File: src/rtl/core/hvr_pkg.sv
// Shared types and constants for the high-voltage channel ramp controller.
// No dependencies; every other file in rtl/core but hvr_chk refers to this package by scoped names.
package hvr_pkg;

	localparam int CHANNELS = 8;
	localparam int CH_IDX_W = (CHANNELS > 1) ? $clog2(CHANNELS) : 1;

	localparam int CH_W       = 3;
	localparam int MV_W       = 17;
	localparam int RATE_W     = 10;
	localparam int CUR_W      = 20;
	localparam int TICK_W     = 32;
	localparam int ICPT_W     = 21;
	localparam int SLOPE_W    = 24;
	localparam int CODE_W     = 16;
	localparam int DELTA_W    = 8;
	localparam int STEP_W     = 22;
	localparam int CFG_IDX_W  = 3;
	localparam int CFG_DATA_W = 24;

	localparam logic MODE_DEMAND  = 1'b0;
	localparam logic MODE_SERVICE = 1'b1;

	typedef enum logic [CFG_IDX_W-1:0] {
		REG_MAX_VOLTAGE   = 3'd0,
		REG_RAMP_UP_RATE  = 3'd1,
		REG_RAMP_DN_RATE  = 3'd2,
		REG_CURRENT_LIMIT = 3'd3,
		REG_DAC_INTERCEPT = 3'd4,
		REG_DAC_SLOPE     = 3'd5,
		REG_DAC_MAX_CODE  = 3'd6
	} reg_idx_t;

	typedef struct packed {
		logic trip;
		logic down;
		logic up;
		logic demand;
	} flags_t;

	typedef struct packed {
		logic [MV_W-1:0]   actual;
		logic [MV_W-1:0]   target;
		logic [TICK_W-1:0] last;
		flags_t            flags;
	} entry_t;

	typedef struct packed {
		logic [MV_W-1:0]          max_voltage_mv;
		logic [RATE_W-1:0]        ramp_up_rate;
		logic [RATE_W-1:0]        ramp_down_rate;
		logic [CUR_W-1:0]         current_limit_na;
		logic signed [ICPT_W-1:0] dac_intercept;
		logic [SLOPE_W-1:0]       dac_slope;
		logic [CODE_W-1:0]        dac_max_code;
	} cfg_t;

	localparam flags_t FLAGS_RESET = '{trip: 1'b0, down: 1'b0, up: 1'b0, demand: 1'b1};
	localparam flags_t FLAGS_TRIP  = '{trip: 1'b1, down: 1'b0, up: 1'b0, demand: 1'b0};

	localparam entry_t ENTRY_RESET = '{
		actual: '0,
		target: '0,
		last:   '0,
		flags:  FLAGS_RESET
	};

	localparam cfg_t CFG_RESET = '{
		max_voltage_mv:   17'd90000,
		ramp_up_rate:     10'd5,
		ramp_down_rate:   10'd5,
		current_limit_na: 20'hFFFFF,
		dac_intercept:    21'sd0,
		dac_slope:        24'd0,
		dac_max_code:     16'hFFFF
	};

endpackage

File: src/rtl/core/hvr_in_if.sv
// Input item channel: valid/ready handshake plus the demand/service payload.
// Depends on hvr_pkg for field widths.
interface hvr_in_if;
	logic                          valid;
	logic                          ready;
	logic                          mode;
	logic [hvr_pkg::CH_W-1:0]      channel;
	logic [hvr_pkg::MV_W-1:0]      demand_mv;
	logic [hvr_pkg::CUR_W-1:0]     measured_current_na;
	logic [hvr_pkg::TICK_W-1:0]    now_ticks;
	logic                          pump_on;

	modport source (
		output valid, mode, channel, demand_mv, measured_current_na, now_ticks, pump_on,
		input  ready
	);
	modport sink (
		input  valid, mode, channel, demand_mv, measured_current_na, now_ticks, pump_on,
		output ready
	);
endinterface

File: src/rtl/core/hvr_out_if.sv
// Result channel: valid/ready handshake plus the per-item channel report.
// Depends on hvr_pkg for field widths.
interface hvr_out_if;
	logic                          valid;
	logic                          ready;
	logic [hvr_pkg::CH_W-1:0]      out_channel;
	logic [hvr_pkg::MV_W-1:0]      actual_mv;
	logic [hvr_pkg::CODE_W-1:0]    dac_code;
	logic                          dac_write;
	logic                          tripped;
	logic                          ramping_up;
	logic                          ramping_down;

	modport source (
		output valid, out_channel, actual_mv, dac_code, dac_write, tripped,
		       ramping_up, ramping_down,
		input  ready
	);
	modport sink (
		input  valid, out_channel, actual_mv, dac_code, dac_write, tripped,
		       ramping_up, ramping_down,
		output ready
	);
endinterface

File: src/rtl/core/hvr_cfg_if.sv
// Configuration write channel: valid/ready handshake, register index and write data.
// Depends on hvr_pkg for widths.
interface hvr_cfg_if;
	logic                              valid;
	logic                              ready;
	logic [hvr_pkg::CFG_IDX_W-1:0]     index;
	logic [hvr_pkg::CFG_DATA_W-1:0]    data;

	modport source (output valid, index, data, input ready);
	modport sink (input valid, index, data, output ready);
endinterface

File: src/rtl/core/hvr_dac_conv.sv
// Voltage to DAC code conversion: ceiling, slope multiply (registered), intercept, clamp.
// Depends on hvr_pkg (cfg_t, widths).
module hvr_dac_conv (
	input  logic                          clk,
	input  hvr_pkg::cfg_t                 cfg,
	input  logic                          load,
	input  logic [hvr_pkg::MV_W-1:0]      mv,
	output logic [hvr_pkg::CODE_W-1:0]    code
);
	localparam int PROD_W = hvr_pkg::SLOPE_W + hvr_pkg::MV_W;
	localparam int Q_W    = PROD_W + 2;
	localparam int C_W    = Q_W - 16;

	logic [hvr_pkg::MV_W-1:0] v_clip;
	logic [PROD_W-1:0]        prod_s1;
	logic signed [Q_W-1:0]    icpt_x;
	logic signed [Q_W-1:0]    q;
	logic [C_W-1:0]           c;

	assign v_clip = (mv >= cfg.max_voltage_mv) ? cfg.max_voltage_mv : mv;

	always_ff @(posedge clk) begin
		if (load) begin
			prod_s1 <= PROD_W'(cfg.dac_slope) * PROD_W'(v_clip);
		end
	end

	// q = intercept * 2^16 - slope * v, floor by 2^16, clamp to [0, max]
	assign icpt_x = Q_W'($signed({cfg.dac_intercept, 16'h0000}));
	assign q      = icpt_x - $signed({2'b00, prod_s1});
	assign c      = q[Q_W-1:16];

	always_comb begin
		if (q[Q_W-1]) begin
			code = '0;
		end else if (c > C_W'(cfg.dac_max_code)) begin
			code = cfg.dac_max_code;
		end else begin
			code = c[hvr_pkg::CODE_W-1:0];
		end
	end
endmodule

File: src/rtl/core/hv_channel_ramp_with_trip_core.sv
// Top level of the per-channel high-voltage ramp controller with current trip.
// Depends on hvr_pkg, hvr_in_if, hvr_out_if, hvr_cfg_if and hvr_dac_conv.
//
// Usage:
//   item   - input channel. mode 0 stores a new demand for a channel, mode 1 runs one
//            service step (trip check, ramp start or ramp step). One transfer per item.
//   result - one transfer per item: channel, present voltage, DAC code, DAC write strobe
//            and the trip/ramp flags after the item.
//   cfg    - register writes (index 0..6: ceiling, up rate, down rate, current limit,
//            DAC intercept, DAC slope, DAC max code). Always ready; write only while idle.
// Sequence: the item passes ST_READ, ST_STEP, ST_MUL and ST_FIN in turn; the result
//   is loaded into the output register from ST_FIN. One item at a time: the channel
//   memory read, the ramp multiply, the add/compare with write back, and the registered
//   DAC slope multiply run in turn; the next item is taken at the edge that loads the result.
// Reset: configuration returns to its defaults and every channel reads as zero volts with
//   the demand-changed flag set (per-channel valid bits, no clearing pass needed).
// Stall: a result waits in the output register; the block still takes the next item and
//   holds it finished in its last stage until the output register frees up.
module hv_channel_ramp_with_trip_core (
	input  logic        clk,
	input  logic        arst_n,
	hvr_in_if.sink      item,
	hvr_out_if.source   result,
	hvr_cfg_if.sink     cfg
);
	typedef enum logic [2:0] {
		ST_IDLE,
		ST_READ,
		ST_STEP,
		ST_MUL,
		ST_FIN
	} state_t;

	localparam int SUM_W = hvr_pkg::STEP_W + 1;
	localparam int PRD_W = hvr_pkg::RATE_W + hvr_pkg::DELTA_W;

	state_t state_q;

	// configuration
	hvr_pkg::cfg_t cfg_q;

	// item registers, loaded on the input transfer
	logic                          mode_q;
	logic [hvr_pkg::CH_W-1:0]      chan_q;
	logic [hvr_pkg::MV_W-1:0]      demand_q;
	logic [hvr_pkg::CUR_W-1:0]     cur_q;
	logic [hvr_pkg::TICK_W-1:0]    now_q;
	logic                          pump_q;

	// channel state memory
	hvr_pkg::entry_t               mem [0:hvr_pkg::CHANNELS-1];
	logic [hvr_pkg::CHANNELS-1:0]  vld_q;
	hvr_pkg::entry_t               rd_s1;
	logic                          rd_vld_s1;
	hvr_pkg::entry_t               ent;
	logic [hvr_pkg::CH_IDX_W-1:0]  rd_addr;
	logic [hvr_pkg::CH_IDX_W-1:0]  wr_addr;
	logic                          mem_we;

	// ramp pipeline
	hvr_pkg::flags_t               f_start;
	logic [hvr_pkg::DELTA_W-1:0]   delta;
	logic [hvr_pkg::RATE_W-1:0]    rate_sel;
	logic [PRD_W-1:0]              rate_x_delta;
	hvr_pkg::flags_t               f_start_s2;
	logic [hvr_pkg::STEP_W-1:0]    step_s2;
	logic                          dnz_s2;

	hvr_pkg::entry_t               nxt;
	hvr_pkg::flags_t               f_work;
	logic                          wr_nxt;
	logic [SUM_W-1:0]              up_sum;
	logic signed [SUM_W-1:0]       dn_diff;

	logic [hvr_pkg::MV_W-1:0]      act_s3;
	hvr_pkg::flags_t               flags_s3;
	logic                          wr_s3;

	logic [hvr_pkg::CODE_W-1:0]    conv_code;

	logic in_rng;
	logic trip_hit;
	logic item_xfer;
	logic out_free;

	// ---------------------------------------------------------------- handshake
	assign out_free   = !result.valid || result.ready;
	assign item.ready = (state_q == ST_IDLE) || ((state_q == ST_FIN) && out_free);
	assign item_xfer  = item.valid && item.ready;
	assign cfg.ready  = 1'b1;

	// ---------------------------------------------------------------- configuration
	always_ff @(posedge clk or negedge arst_n) begin
		if (!arst_n) begin
			cfg_q <= hvr_pkg::CFG_RESET;
		end else if (cfg.valid) begin
			unique case (hvr_pkg::reg_idx_t'(cfg.index))
				hvr_pkg::REG_MAX_VOLTAGE:   cfg_q.max_voltage_mv   <= cfg.data[hvr_pkg::MV_W-1:0];
				hvr_pkg::REG_RAMP_UP_RATE:  cfg_q.ramp_up_rate     <= cfg.data[hvr_pkg::RATE_W-1:0];
				hvr_pkg::REG_RAMP_DN_RATE:  cfg_q.ramp_down_rate   <= cfg.data[hvr_pkg::RATE_W-1:0];
				hvr_pkg::REG_CURRENT_LIMIT: cfg_q.current_limit_na <= cfg.data[hvr_pkg::CUR_W-1:0];
				hvr_pkg::REG_DAC_INTERCEPT: cfg_q.dac_intercept    <= $signed(cfg.data[hvr_pkg::ICPT_W-1:0]);
				hvr_pkg::REG_DAC_SLOPE:     cfg_q.dac_slope        <= cfg.data[hvr_pkg::SLOPE_W-1:0];
				hvr_pkg::REG_DAC_MAX_CODE:  cfg_q.dac_max_code     <= cfg.data[hvr_pkg::CODE_W-1:0];
				default: ;
			endcase
		end
	end

	// ---------------------------------------------------------------- item capture
	always_ff @(posedge clk) begin
		if (item_xfer) begin
			mode_q   <= item.mode;
			chan_q   <= item.channel;
			demand_q <= item.demand_mv;
			cur_q    <= item.measured_current_na;
			now_q    <= item.now_ticks;
			pump_q   <= item.pump_on;
		end
	end

	// channels above the configured count leave state alone and report zeros
	assign in_rng   = int'(chan_q) < hvr_pkg::CHANNELS;
	assign trip_hit = cur_q > cfg_q.current_limit_na;

	// ---------------------------------------------------------------- channel memory
	// Read issued on the input transfer and registered in rd_s1. The write back happens in
	// ST_STEP, and the next read can only come at ST_FIN or later, so no forwarding.
	assign rd_addr = hvr_pkg::CH_IDX_W'(item.channel);
	assign wr_addr = hvr_pkg::CH_IDX_W'(chan_q);
	assign mem_we  = (state_q == ST_STEP) && in_rng;

	always_ff @(posedge clk) begin
		if (mem_we) begin
			mem[wr_addr] <= nxt;
		end
		if (item_xfer) begin
			rd_s1     <= mem[rd_addr];
			rd_vld_s1 <= vld_q[rd_addr];
		end
	end

	// an entry never written since reset reads as the reset state
	always_ff @(posedge clk or negedge arst_n) begin
		if (!arst_n) begin
			vld_q <= '0;
		end else if (mem_we) begin
			vld_q[wr_addr] <= 1'b1;
		end
	end

	assign ent = rd_vld_s1 ? rd_s1 : hvr_pkg::ENTRY_RESET;

	// ---------------------------------------------------------------- ST_READ: ramp start, step size
	always_comb begin
		f_start = ent.flags;
		if (ent.flags.demand) begin
			if ((ent.target > ent.actual) && (cfg_q.ramp_up_rate != '0)) begin
				f_start.up     = 1'b1;
				f_start.down   = 1'b0;
				f_start.demand = 1'b0;
			end
			if ((ent.target < ent.actual) && (cfg_q.ramp_down_rate != '0)) begin
				f_start.down   = 1'b1;
				f_start.up     = 1'b0;
				f_start.demand = 1'b0;
			end
		end
	end

	// a pending demand reloads the step time first, which makes the tick delta zero
	assign delta        = ent.flags.demand ? '0 : (now_q[hvr_pkg::DELTA_W-1:0] -
	                                               ent.last[hvr_pkg::DELTA_W-1:0]);
	assign rate_sel     = f_start.up ? cfg_q.ramp_up_rate : cfg_q.ramp_down_rate;
	assign rate_x_delta = PRD_W'(rate_sel) * PRD_W'(delta);

	always_ff @(posedge clk) begin
		if (state_q == ST_READ) begin
			f_start_s2 <= f_start;
			// times 10 mV per volt-tick
			step_s2    <= hvr_pkg::STEP_W'({rate_x_delta, 3'b000}) +
			              hvr_pkg::STEP_W'({rate_x_delta, 1'b0});
			dnz_s2     <= delta != '0;
		end
	end

	// ---------------------------------------------------------------- ST_STEP: update and write back
	assign up_sum  = SUM_W'(ent.actual) + SUM_W'(step_s2);
	assign dn_diff = $signed(SUM_W'(ent.actual)) - $signed(SUM_W'(step_s2));

	always_comb begin
		nxt    = ent;
		f_work = f_start_s2;
		wr_nxt = 1'b0;
		if (mode_q == hvr_pkg::MODE_DEMAND) begin
			nxt.target       = demand_q;
			nxt.flags.trip   = 1'b0;
			nxt.flags.demand = 1'b1;
		end else if (trip_hit) begin
			nxt.actual = '0;
			nxt.flags  = hvr_pkg::FLAGS_TRIP;
			wr_nxt     = 1'b1;
		end else if (pump_q && !ent.flags.trip) begin
			if (ent.flags.demand) begin
				nxt.last = now_q;
			end
			// up and down are never both set
			if (f_work.up && dnz_s2) begin
				if (up_sum >= SUM_W'(ent.target)) begin
					nxt.actual = ent.target;
					f_work.up  = 1'b0;
				end else begin
					nxt.actual = up_sum[hvr_pkg::MV_W-1:0];
				end
				nxt.last = now_q;
				wr_nxt   = 1'b1;
			end else if (f_work.down && dnz_s2) begin
				if (dn_diff <= $signed(SUM_W'(ent.target))) begin
					nxt.actual  = ent.target;
					f_work.down = 1'b0;
				end else begin
					nxt.actual = dn_diff[hvr_pkg::MV_W-1:0];
				end
				nxt.last = now_q;
				wr_nxt   = 1'b1;
			end
			nxt.flags = f_work;
		end
	end

	always_ff @(posedge clk) begin
		if (state_q == ST_STEP) begin
			act_s3   <= in_rng ? nxt.actual : '0;
			flags_s3 <= in_rng ? nxt.flags : '0;
			wr_s3    <= in_rng && wr_nxt;
		end
	end

	// ---------------------------------------------------------------- ST_MUL / ST_FIN: DAC code
	hvr_dac_conv u_dac_conv (
		.clk  (clk),
		.cfg  (cfg_q),
		.load (state_q == ST_MUL),
		.mv   (act_s3),
		.code (conv_code)
	);

	// ---------------------------------------------------------------- sequencer and output register
	always_ff @(posedge clk or negedge arst_n) begin
		if (!arst_n) begin
			state_q             <= ST_IDLE;
			result.valid        <= 1'b0;
			result.out_channel  <= '0;
			result.actual_mv    <= '0;
			result.dac_code     <= '0;
			result.dac_write    <= 1'b0;
			result.tripped      <= 1'b0;
			result.ramping_up   <= 1'b0;
			result.ramping_down <= 1'b0;
		end else begin
			// a result loading in the same cycle keeps valid high
			if (result.valid && result.ready && !((state_q == ST_FIN) && out_free)) begin
				result.valid <= 1'b0;
			end
			unique case (state_q)
				ST_IDLE: begin
					if (item_xfer) begin
						state_q <= ST_READ;
					end
				end
				ST_READ: state_q <= ST_STEP;
				ST_STEP: state_q <= ST_MUL;
				ST_MUL:  state_q <= ST_FIN;
				ST_FIN: begin
					if (out_free) begin
						result.valid        <= 1'b1;
						result.out_channel  <= chan_q;
						result.actual_mv    <= act_s3;
						result.dac_code     <= in_rng ? conv_code : '0;
						result.dac_write    <= wr_s3;
						result.tripped      <= flags_s3.trip;
						result.ramping_up   <= flags_s3.up;
						result.ramping_down <= flags_s3.down;
						state_q             <= item_xfer ? ST_READ : ST_IDLE;
					end
				end
				default: state_q <= ST_IDLE;
			endcase
		end
	end
endmodule

File: src/flat_wrapper.sv
// flat-port wrapper written by rule: the top's interface ports become plain ports
module hv_channel_ramp_with_trip_core_flat 
  (clk, arst_n, item_valid, item_mode, item_channel, item_demand_mv, item_measured_current_na, item_now_ticks, item_pump_on, item_ready, result_valid, result_out_channel, result_actual_mv, result_dac_code, result_dac_write, result_tripped, result_ramping_up, result_ramping_down, result_ready, cfg_valid, cfg_index, cfg_data, cfg_ready);
  hvr_in_if item_i ();
  hvr_out_if result_i ();
  hvr_cfg_if cfg_i ();
  input  logic clk;
  input  logic arst_n;
  input wire logic [$bits(item_i.valid)-1:0] item_valid;
  input wire logic [$bits(item_i.mode)-1:0] item_mode;
  input wire logic [$bits(item_i.channel)-1:0] item_channel;
  input wire logic [$bits(item_i.demand_mv)-1:0] item_demand_mv;
  input wire logic [$bits(item_i.measured_current_na)-1:0] item_measured_current_na;
  input wire logic [$bits(item_i.now_ticks)-1:0] item_now_ticks;
  input wire logic [$bits(item_i.pump_on)-1:0] item_pump_on;
  output wire logic [$bits(item_i.ready)-1:0] item_ready;
  output wire logic [$bits(result_i.valid)-1:0] result_valid;
  output wire logic [$bits(result_i.out_channel)-1:0] result_out_channel;
  output wire logic [$bits(result_i.actual_mv)-1:0] result_actual_mv;
  output wire logic [$bits(result_i.dac_code)-1:0] result_dac_code;
  output wire logic [$bits(result_i.dac_write)-1:0] result_dac_write;
  output wire logic [$bits(result_i.tripped)-1:0] result_tripped;
  output wire logic [$bits(result_i.ramping_up)-1:0] result_ramping_up;
  output wire logic [$bits(result_i.ramping_down)-1:0] result_ramping_down;
  input wire logic [$bits(result_i.ready)-1:0] result_ready;
  input wire logic [$bits(cfg_i.valid)-1:0] cfg_valid;
  input wire logic [$bits(cfg_i.index)-1:0] cfg_index;
  input wire logic [$bits(cfg_i.data)-1:0] cfg_data;
  output wire logic [$bits(cfg_i.ready)-1:0] cfg_ready;
  assign item_i.valid = item_valid;
  assign item_i.mode = item_mode;
  assign item_i.channel = item_channel;
  assign item_i.demand_mv = item_demand_mv;
  assign item_i.measured_current_na = item_measured_current_na;
  assign item_i.now_ticks = item_now_ticks;
  assign item_i.pump_on = item_pump_on;
  assign item_ready = item_i.ready;
  assign result_valid = result_i.valid;
  assign result_out_channel = result_i.out_channel;
  assign result_actual_mv = result_i.actual_mv;
  assign result_dac_code = result_i.dac_code;
  assign result_dac_write = result_i.dac_write;
  assign result_tripped = result_i.tripped;
  assign result_ramping_up = result_i.ramping_up;
  assign result_ramping_down = result_i.ramping_down;
  assign result_i.ready = result_ready;
  assign cfg_i.valid = cfg_valid;
  assign cfg_i.index = cfg_index;
  assign cfg_i.data = cfg_data;
  assign cfg_ready = cfg_i.ready;
  hv_channel_ramp_with_trip_core u_core (.clk(clk), .arst_n(arst_n), .item(item_i), .result(result_i), .cfg(cfg_i));
endmodule
File: config.mk
export PLATFORM = sky130hd
export DESIGN_NAME = hv_channel_ramp_with_trip_core_flat
export DESIGN_NICKNAME = d
export VERILOG_FILES = /design/src/rtl/core/hvr_pkg.sv /design/src/rtl/core/hvr_in_if.sv /design/src/rtl/core/hvr_out_if.sv /design/src/rtl/core/hvr_cfg_if.sv /design/src/rtl/core/hvr_dac_conv.sv /design/src/rtl/core/hv_channel_ramp_with_trip_core.sv /design/src/flat_wrapper.sv
export SDC_FILE = /design/constraint.sdc
export NUM_CORES = 2
export LEC_CHECK = 0
export ABC_AREA = 1
export BUFFER_PORTS_ARGS = -buffer_cell sky130_fd_sc_hd__buf_2
export CAP_MARGIN = 20
export CORE_AREA = 2 2 260 326
export CTS_CLUSTER_DIAMETER = 150
export DETAILED_ROUTE_END_ITERATION = 16
export DIE_AREA = 0 0 262 328
export GPL_TIMING_DRIVEN = 0
export PLACE_DENSITY = 0.8
export REMOVE_ABC_BUFFERS = 1
export SYNTH_ARGS = -nofsm -noshare
export SYNTH_HDL_FRONTEND = slang
export SYNTH_SLANG_ARGS = --single-unit
export TNS_END_PERCENT = 1
File: constraint.sdc
create_clock -name clk -period 10.3 [get_ports clk]
set_clock_uncertainty 0.15 [all_clocks]
set_input_delay 0.515 -clock clk [delete_from_list [all_inputs] [get_ports clk]]
set_output_delay 0.515 -clock clk [all_outputs]
set_load 0.01 [all_outputs]
Word level (Yosys, flattened, before mapping)
Memories as Yosys holds them, arrays and structs flattened. A register that Yosys moved wholly into a read port is not among the register bits.
Index checks and enable logic that the tools add are counted.
Widths: inputs -> output; s select.

storage, ports and cells
  memories = 1
  bits of input ports = 106
  output and inout port bits = 43
  memory bits (writable) = 560
  bits in registers = 334

cells by class
  bitwise operators = 2
  reductions and logical operators = 30
  multiply operators = 2
  equal/unequal tests = 12
  add/sub/neg operators = 5
  muxes and demuxes = 49
  order comparisons = 10

memories
  memory      words  width  read ports  clocked after Yosys merged registers in  write ports  line                                  text
  u_core.mem  8      70     1           1                                        1            hv_channel_ramp_with_trip_core.sv:51  hvr_pkg::entry_t mem [0:hvr_pkg::CHANNELS-1];

operator list
  operator            number
  $mux 32             5
  $mux 17             9
  $mux 70             1
  $sub 37x42->43      1
  $mul 24x17->41      1
  $mux 36             1
  $mux 16             2
  $gt 27x16->1        1
  $add 17x22->23      1
  $ge 23x17->1        1
  $le 23x18->1        1
  $sub 17x22->23      1
  $add 21x19->22      1
  $gt 20x20->1        1
  $reduce_bool 10->1  2
  $mux 1              19
  $mul 10x8->18       1
  $reduce_and 2->1    9
  $ge 17x17->1        1
  $gt 17x17->1        1
  $lt 17x17->1        1
  $mux 3              5
  $pmux 3 s5          1
  $eq 3x2->1 const B  4
  other kinds (20)    39

Longest topological paths before layout
  word-level depth = 9
  depth in mapped cells = 50

Modules after synthesis
From an unflattened synthesis, not the netlist that was laid out.

second synthesis, totals
  cells, all modules = 5793
  area, all modules = 52207.6 um^2

modules (own cells, without submodules)
  module                          area an instance (um^2)  cells each  sequential area each (um^2)  instances
  hv_channel_ramp_with_trip_core  34221.6                  3373        19690.1                      1
  hvr_dac_conv                    17986.0                  2420        1231.2                       1

Worst setup path before layout
OpenSTA, ideal clock, no wires.

  path type = input to register
  from = input port result_ready
  to = register u_core.chan_q[0] in the netlist's numbering (enable)
  setup slack = 1470 ps
  library setup time = 705 ps
  data arrival time = 7975 ps
  stages on the path = 5
  data required time = 9445 ps
  path through = inv_1 nand2_1 nand3_1 clkbuf_1 a21boi_0

between the ends
  longest elaborated chain between the ends = 4

ends and longest elaborated chain
  element               line                                   text
  start, declared       flat_wrapper.sv:25                     input wire logic [$bits(result_i.ready)-1:0] result_ready;
  $logic_or 1x1->1      hv_channel_ramp_with_trip_core.sv:87   assign out_free = !result.valid || result.ready;
  $logic_and 1x1->1     hv_channel_ramp_with_trip_core.sv:88   assign item.ready = (state_q == ST_IDLE) || ((state_q == ST_FIN) && out_free);
  $logic_or 1x1->1      hv_channel_ramp_with_trip_core.sv:88
  $logic_and 1x1->1     hv_channel_ramp_with_trip_core.sv:89   assign item_xfer = item.valid && item.ready;
  net u_core.item_xfer  hv_channel_ramp_with_trip_core.sv:83   logic item_xfer;
  end signal, assigned  hv_channel_ramp_with_trip_core.sv:114  chan_q <= item.channel;
  end, declared         hv_channel_ramp_with_trip_core.sv:44   logic [hvr_pkg::CH_W-1:0] chan_q;

The timed path passes the listed nets, and every way through them passes these cells.
A chain may end at the register's enable or synchronous reset.

Worst setup path after layout
  from = register u_core.act_s3[2] in the netlist's numbering
  to = register u_core.u_dac_conv.prod_s1[35] (data pin)

between the ends
  longest elaborated chain between the ends = 3

ends and longest elaborated chain
  element                 line                                   text
  start, declared         hv_channel_ramp_with_trip_core.sv:75   logic [hvr_pkg::MV_W-1:0] act_s3;
  start signal, assigned  hv_channel_ramp_with_trip_core.sv:233  act_s3 <= in_rng ? nxt.actual : '0;
  $ge 17x17->1            hvr_dac_conv.sv:20                     assign v_clip = (mv >= cfg.max_voltage_mv) ? cfg.max_voltage_mv : mv;
  $mux 17 *               hvr_dac_conv.sv:20
  $mul 24x17->41 *        hvr_dac_conv.sv:24                     prod_s1 <= PROD_W'(cfg.dac_slope) * PROD_W'(v_clip);
  end signal, assigned    hvr_dac_conv.sv:24
  end, declared           hvr_dac_conv.sv:15                     logic [PROD_W-1:0] prod_s1;

Every way passes the cells marked *; elsewhere a longest branch is shown, timed or not.

==> impl_metrics.env <==
export IMPL_run_status="completed"
export IMPL_timing_critical_path_mode_cell="sky130_fd_sc_hd__nand2_1"
export IMPL_maxSlewViolCount=0
export IMPL_setup_total_negative_slack_ns=0
export IMPL_final_layout_size_suffix_gt1_share_pct=7.29
export IMPL_path_class="register to register"
export IMPL_finalWeightedCongestion=1.00
export IMPL_setup_viol_count_final=0
export IMPL_ys_seq_area_share_pct=40.4
export IMPL_numClockSinks=723
export IMPL_antenna_violating_nets_post_route=0
export IMPL_vias=41662
export IMPL_tritoncts_clock_tree="built"
export IMPL_fill_cells=6261
export IMPL_final_min_clock_period_ns=10.14
export IMPL_hpwl_mm=110
export IMPL_ys_ff_latch=723
export IMPL_final_instance_count_excl_fill=6967
export IMPL_crit_path_end_kind="register"
export IMPL_worst_skew_pair_later_pin_latency_ns=0.65
export IMPL_relSlewSlack_pct=22.4
export IMPL_grt_pass1_wl_mm=232
export IMPL_synth_area_per_cell_sq_um=9.04
export IMPL_synthArstFlopShare_pct=23.5
export IMPL_drc_markers=0
export IMPL_floorplan_die_area_sq_mm=0.0859
export IMPL_cap_violations=0
export IMPL_antenna_found_initial=9
export IMPL_timing_critical_path_slowest_stage_cell="sky130_fd_sc_hd__o21ai_0"
export IMPL_clock_tree_htree_level_count=3
export IMPL_floorplan_die_height_microns=328
export IMPL_postSynth_topFlopCell="sky130_fd_sc_hd__edfxtp_1"
export IMPL_placedCellCount=6759
export IMPL_min_delay_path_class="primary input to register"
export IMPL_floorplan_initialDensity_pct=62.6
export IMPL_setup_worst_path_start_class="register"
export IMPL_first_global_vias=42071
export IMPL_grt_setup_unrepaired="true"
export IMPL_floorplan_die_width_microns=262
export IMPL_cts_buffers_inserted=75
export IMPL_report_final_hold_viol_count=0
export IMPL_core_sq_mm=0.0827
export IMPL_port_buffers=123
export IMPL_grt_max_degree=114
export IMPL_edff_count_synth=553
export IMPL_placementRows=118
export IMPL_via_per_inst=5.98
export IMPL_num_nets_final=6638
export IMPL_first_iter_violations=4175
export IMPL_top_family_by_delay_on_critical_path="adder cells"
export IMPL_drt_pass1_iter_count=5
export IMPL_worstMarginPinSlew_ns=1.16
export IMPL_synth_cells=5730
export IMPL_grt_ovfl_total=0
export IMPL_overall_routing_resource_usage_pct=35.8
export IMPL_yosysWarningCount=0
export IMPL_layout_worst_path_cycle_share_pct=98.4
export IMPL_cp_data_arrival_time_ns=10.37
export IMPL_routed_wl_mm=152
export IMPL_wl_per_cell_microns=21.8
export IMPL_syn_area_sq_mm=0.0518
export IMPL_clk_root_buffer_cell="sky130_fd_sc_hd__clkbuf_16"
export IMPL_critical_path_peak_fanout=21
export IMPL_synth_cell_types=61
export IMPL_timing_critical_path_slowest_cell_delay_ns=0.81
export IMPL_worstPathRequired_ns=10.53
export IMPL_timing_critical_path_buf_inv=6
export IMPL_syn_to_final_growth_pct=10.1
export IMPL_final_core_util_pct=69.0
export IMPL_max_buffers_root_to_sink=3
export IMPL_ios=149
export IMPL_worst_setup_hold_path_clk_slew_ns=0.06
export IMPL_maxClockFrequency_ghz=0.0987
[cells in the mapped netlist, types with 3 or more instances]
cell type                     n  area share [%]
sky130_fd_sc_hd__nand3b_1     7            0.10
sky130_fd_sc_hd__and3_1       4           0.048
sky130_fd_sc_hd__o21ai_2     13            0.22
sky130_fd_sc_hd__o21ai_1      3           0.029
sky130_fd_sc_hd__mux2_2      20            0.43
sky130_fd_sc_hd__nand2_2     13            0.16
sky130_fd_sc_hd__edfxtp_1   553              32
sky130_fd_sc_hd__clkbuf_1   172             1.2
sky130_fd_sc_hd__inv_2        4           0.029
sky130_fd_sc_hd__a21oi_1    209             2.0
sky130_fd_sc_hd__clkinv_1     8           0.058
sky130_fd_sc_hd__fa_1       381              15
sky130_fd_sc_hd__nand3_1    204             2.0
sky130_fd_sc_hd__o21bai_1    10            0.14
sky130_fd_sc_hd__o31ai_1      6           0.087
sky130_fd_sc_hd__ha_1       330             8.0
sky130_fd_sc_hd__buf_4        8            0.12
sky130_fd_sc_hd__xnor2_1     22            0.37
sky130_fd_sc_hd__a211oi_1     6           0.087
sky130_fd_sc_hd__dfstp_2     49             2.5
sky130_fd_sc_hd__o21a_1       8            0.12
sky130_fd_sc_hd__a21boi_0     6           0.087
sky130_fd_sc_hd__nand4_1     74            0.89
sky130_fd_sc_hd__a21o_1       3           0.043
sky130_fd_sc_hd__buf_2       20            0.19
sky130_fd_sc_hd__o221ai_1     3           0.051
sky130_fd_sc_hd__o21ai_0    435             4.2
sky130_fd_sc_hd__nor4_1      16            0.19
sky130_fd_sc_hd__nor2_1     725             5.3
sky130_fd_sc_hd__nand2_1   1095             7.9
sky130_fd_sc_hd__or2_2        6           0.073
sky130_fd_sc_hd__buf_1       13           0.094
sky130_fd_sc_hd__nor3_1      35            0.34
sky130_fd_sc_hd__o211ai_1    30            0.43
sky130_fd_sc_hd__xor2_1      91             1.5
sky130_fd_sc_hd__o22ai_1     50            0.60
sky130_fd_sc_hd__inv_1      890             6.5
sky130_fd_sc_hd__dfrtp_1    121             5.8
sky130_fd_sc_hd__a31oi_1     61            0.74
[state kept, by name (all words and copies together), names as in the netlist, 17 cells and up]
register                   count
u_core.act_s3                 17
u_core.cfg_q                 118
u_core.cur_q                  20
u_core.demand_q               17
u_core.mem                   368
u_core.rd_s1                  46
u_core.result.actual_mv       17
u_core.step_s2                21
u_core.u_dac_conv.prod_s1     41
[kinds of logic (layout without fill, tap and decap cells)]
kind of cell	after synthesis	in the layout	share of synthesized area, %
compound gates	852	853	9.05
xor+xnor	113	113	1.91
fa+ha+maj	711	711	22.7
buf+inv	1118	1269	8.26
flops	723	723	40.4
mux	20	20	0.435
other cells	1	6	0.00724
simple gates	2192	2192	17.2
[per-layer routing]
| layer | track usage (%) | up-vias | part of all wire (%) |
|---|---|---|---|
| met2 | 59.0 | 2153 | 48 |
| met4 | 26.2 | 0 | 8.5 |
| met1 | 42.0 | 20049 | 35 |
| li1 | - | 18796 | - |
| met3 | 6.48 | 664 | 8.2 |
| met5 | 0 | - | 0 |
[metrics by stage]
step                setup WS (ns)  area, sq um  hold WS, ns
global route               -0.109        57000       0.0857
floorplan                   0.440        50900       0.0694
global placement            -6.84        52900        0.291
detailed placement          0.384        53800        0.298
finish                      0.164        57000       0.0437
CTS                         0.370        56800       0.0104
[final cells by class]
cell class	instances	area, sq um	area share [%]
multi-input combinational	3890	26700	46.8
sequential	723	20900	36.7
inverter	902	3400	5.96
timing repair buffer	228	2090	3.67
clock buffer	97	2030	3.57
tap	1080	1350	2.37
clock inverter	41	494	0.867
antenna	5	12.5	0.0219
timing repair inverter	1	5.00	0.00878
[path summary, 6_finish.rpt]
path,start,to,slack [ns],cells past startpoint
min,cfg_data[21],u_core.cfg_q[37],0.04,3
max in group asynchronous,arst_n,u_core.result.actual_mv[9],8.75,3
max,u_core.act_s3[2],u_core.u_dac_conv.prod_s1[35],0.16,34
min reg2reg,u_core.vld_q[1],u_core.vld_q[1],0.32,2
max reg2reg,u_core.act_s3[2],u_core.u_dac_conv.prod_s1[35],0.16,34
min in group asynchronous,arst_n,u_core.result.dac_code[2],0.24,2
[cell usage in the layout, fill, tap and decap left out, types with 7 or more instances in the layout]
cell                               n
sky130_fd_sc_hd__buf_12           22
sky130_fd_sc_hd__nand3_1         203
sky130_fd_sc_hd__o22ai_1          50
sky130_fd_sc_hd__xor2_1           91
sky130_fd_sc_hd__a21oi_1         209
sky130_fd_sc_hd__clkinv_1         19
sky130_fd_sc_hd__a31oi_1          61
sky130_fd_sc_hd__o21ai_0         429
sky130_fd_sc_hd__o21bai_1         10
sky130_fd_sc_hd__xnor2_1          22
sky130_fd_sc_hd__nor2_1          713
sky130_fd_sc_hd__edfxtp_1        553
sky130_fd_sc_hd__clkbuf_16        78
sky130_fd_sc_hd__o21ai_2          16
sky130_fd_sc_hd__buf_2           120
sky130_fd_sc_hd__o211ai_1         30
sky130_fd_sc_hd__buf_4            12
sky130_fd_sc_hd__nand3b_1          7
sky130_fd_sc_hd__o21a_1            8
sky130_fd_sc_hd__fa_1            381
sky130_fd_sc_hd__dfrtp_1         121
sky130_fd_sc_hd__nand2_2          14
sky130_fd_sc_hd__dfstp_2          49
sky130_fd_sc_hd__nand2_1        1094
sky130_fd_sc_hd__nor2_4           10
sky130_fd_sc_hd__nor3_1           35
sky130_fd_sc_hd__clkbuf_1         18
sky130_fd_sc_hd__dlygate4sd3_1    51
sky130_fd_sc_hd__inv_1           886
sky130_fd_sc_hd__nor4_1           16
sky130_fd_sc_hd__bufinv_16         8
sky130_fd_sc_hd__buf_8             8
sky130_fd_sc_hd__mux2_2           20
sky130_fd_sc_hd__ha_1            330
sky130_fd_sc_hd__nand4_1          74
sky130_fd_sc_hd__buf_16           10
[tightest hold or removal path, delay by kind of cell]
| kind | cells | cell delay, ns |
|---|---|---|
| buffers and inverters | 1 | 0.12 |
| AO/OA/AOI/OAI | 1 | 0.10 |
| AND/OR/NAND/NOR | 1 | 0.05 |
[timing repair]
action / in CTS / in global routing
endpoints found under the setup margin: 0 / 12
setup buffers: 0 / 7
gates resized for setup: 0 / 4
hold buffers: 51 / 0
hold endpoints to repair: 107 / 0
Power is left out: the tool's default activity adds up to more than one toggle a clock period on the data nets, which glitch-free logic cannot reach.
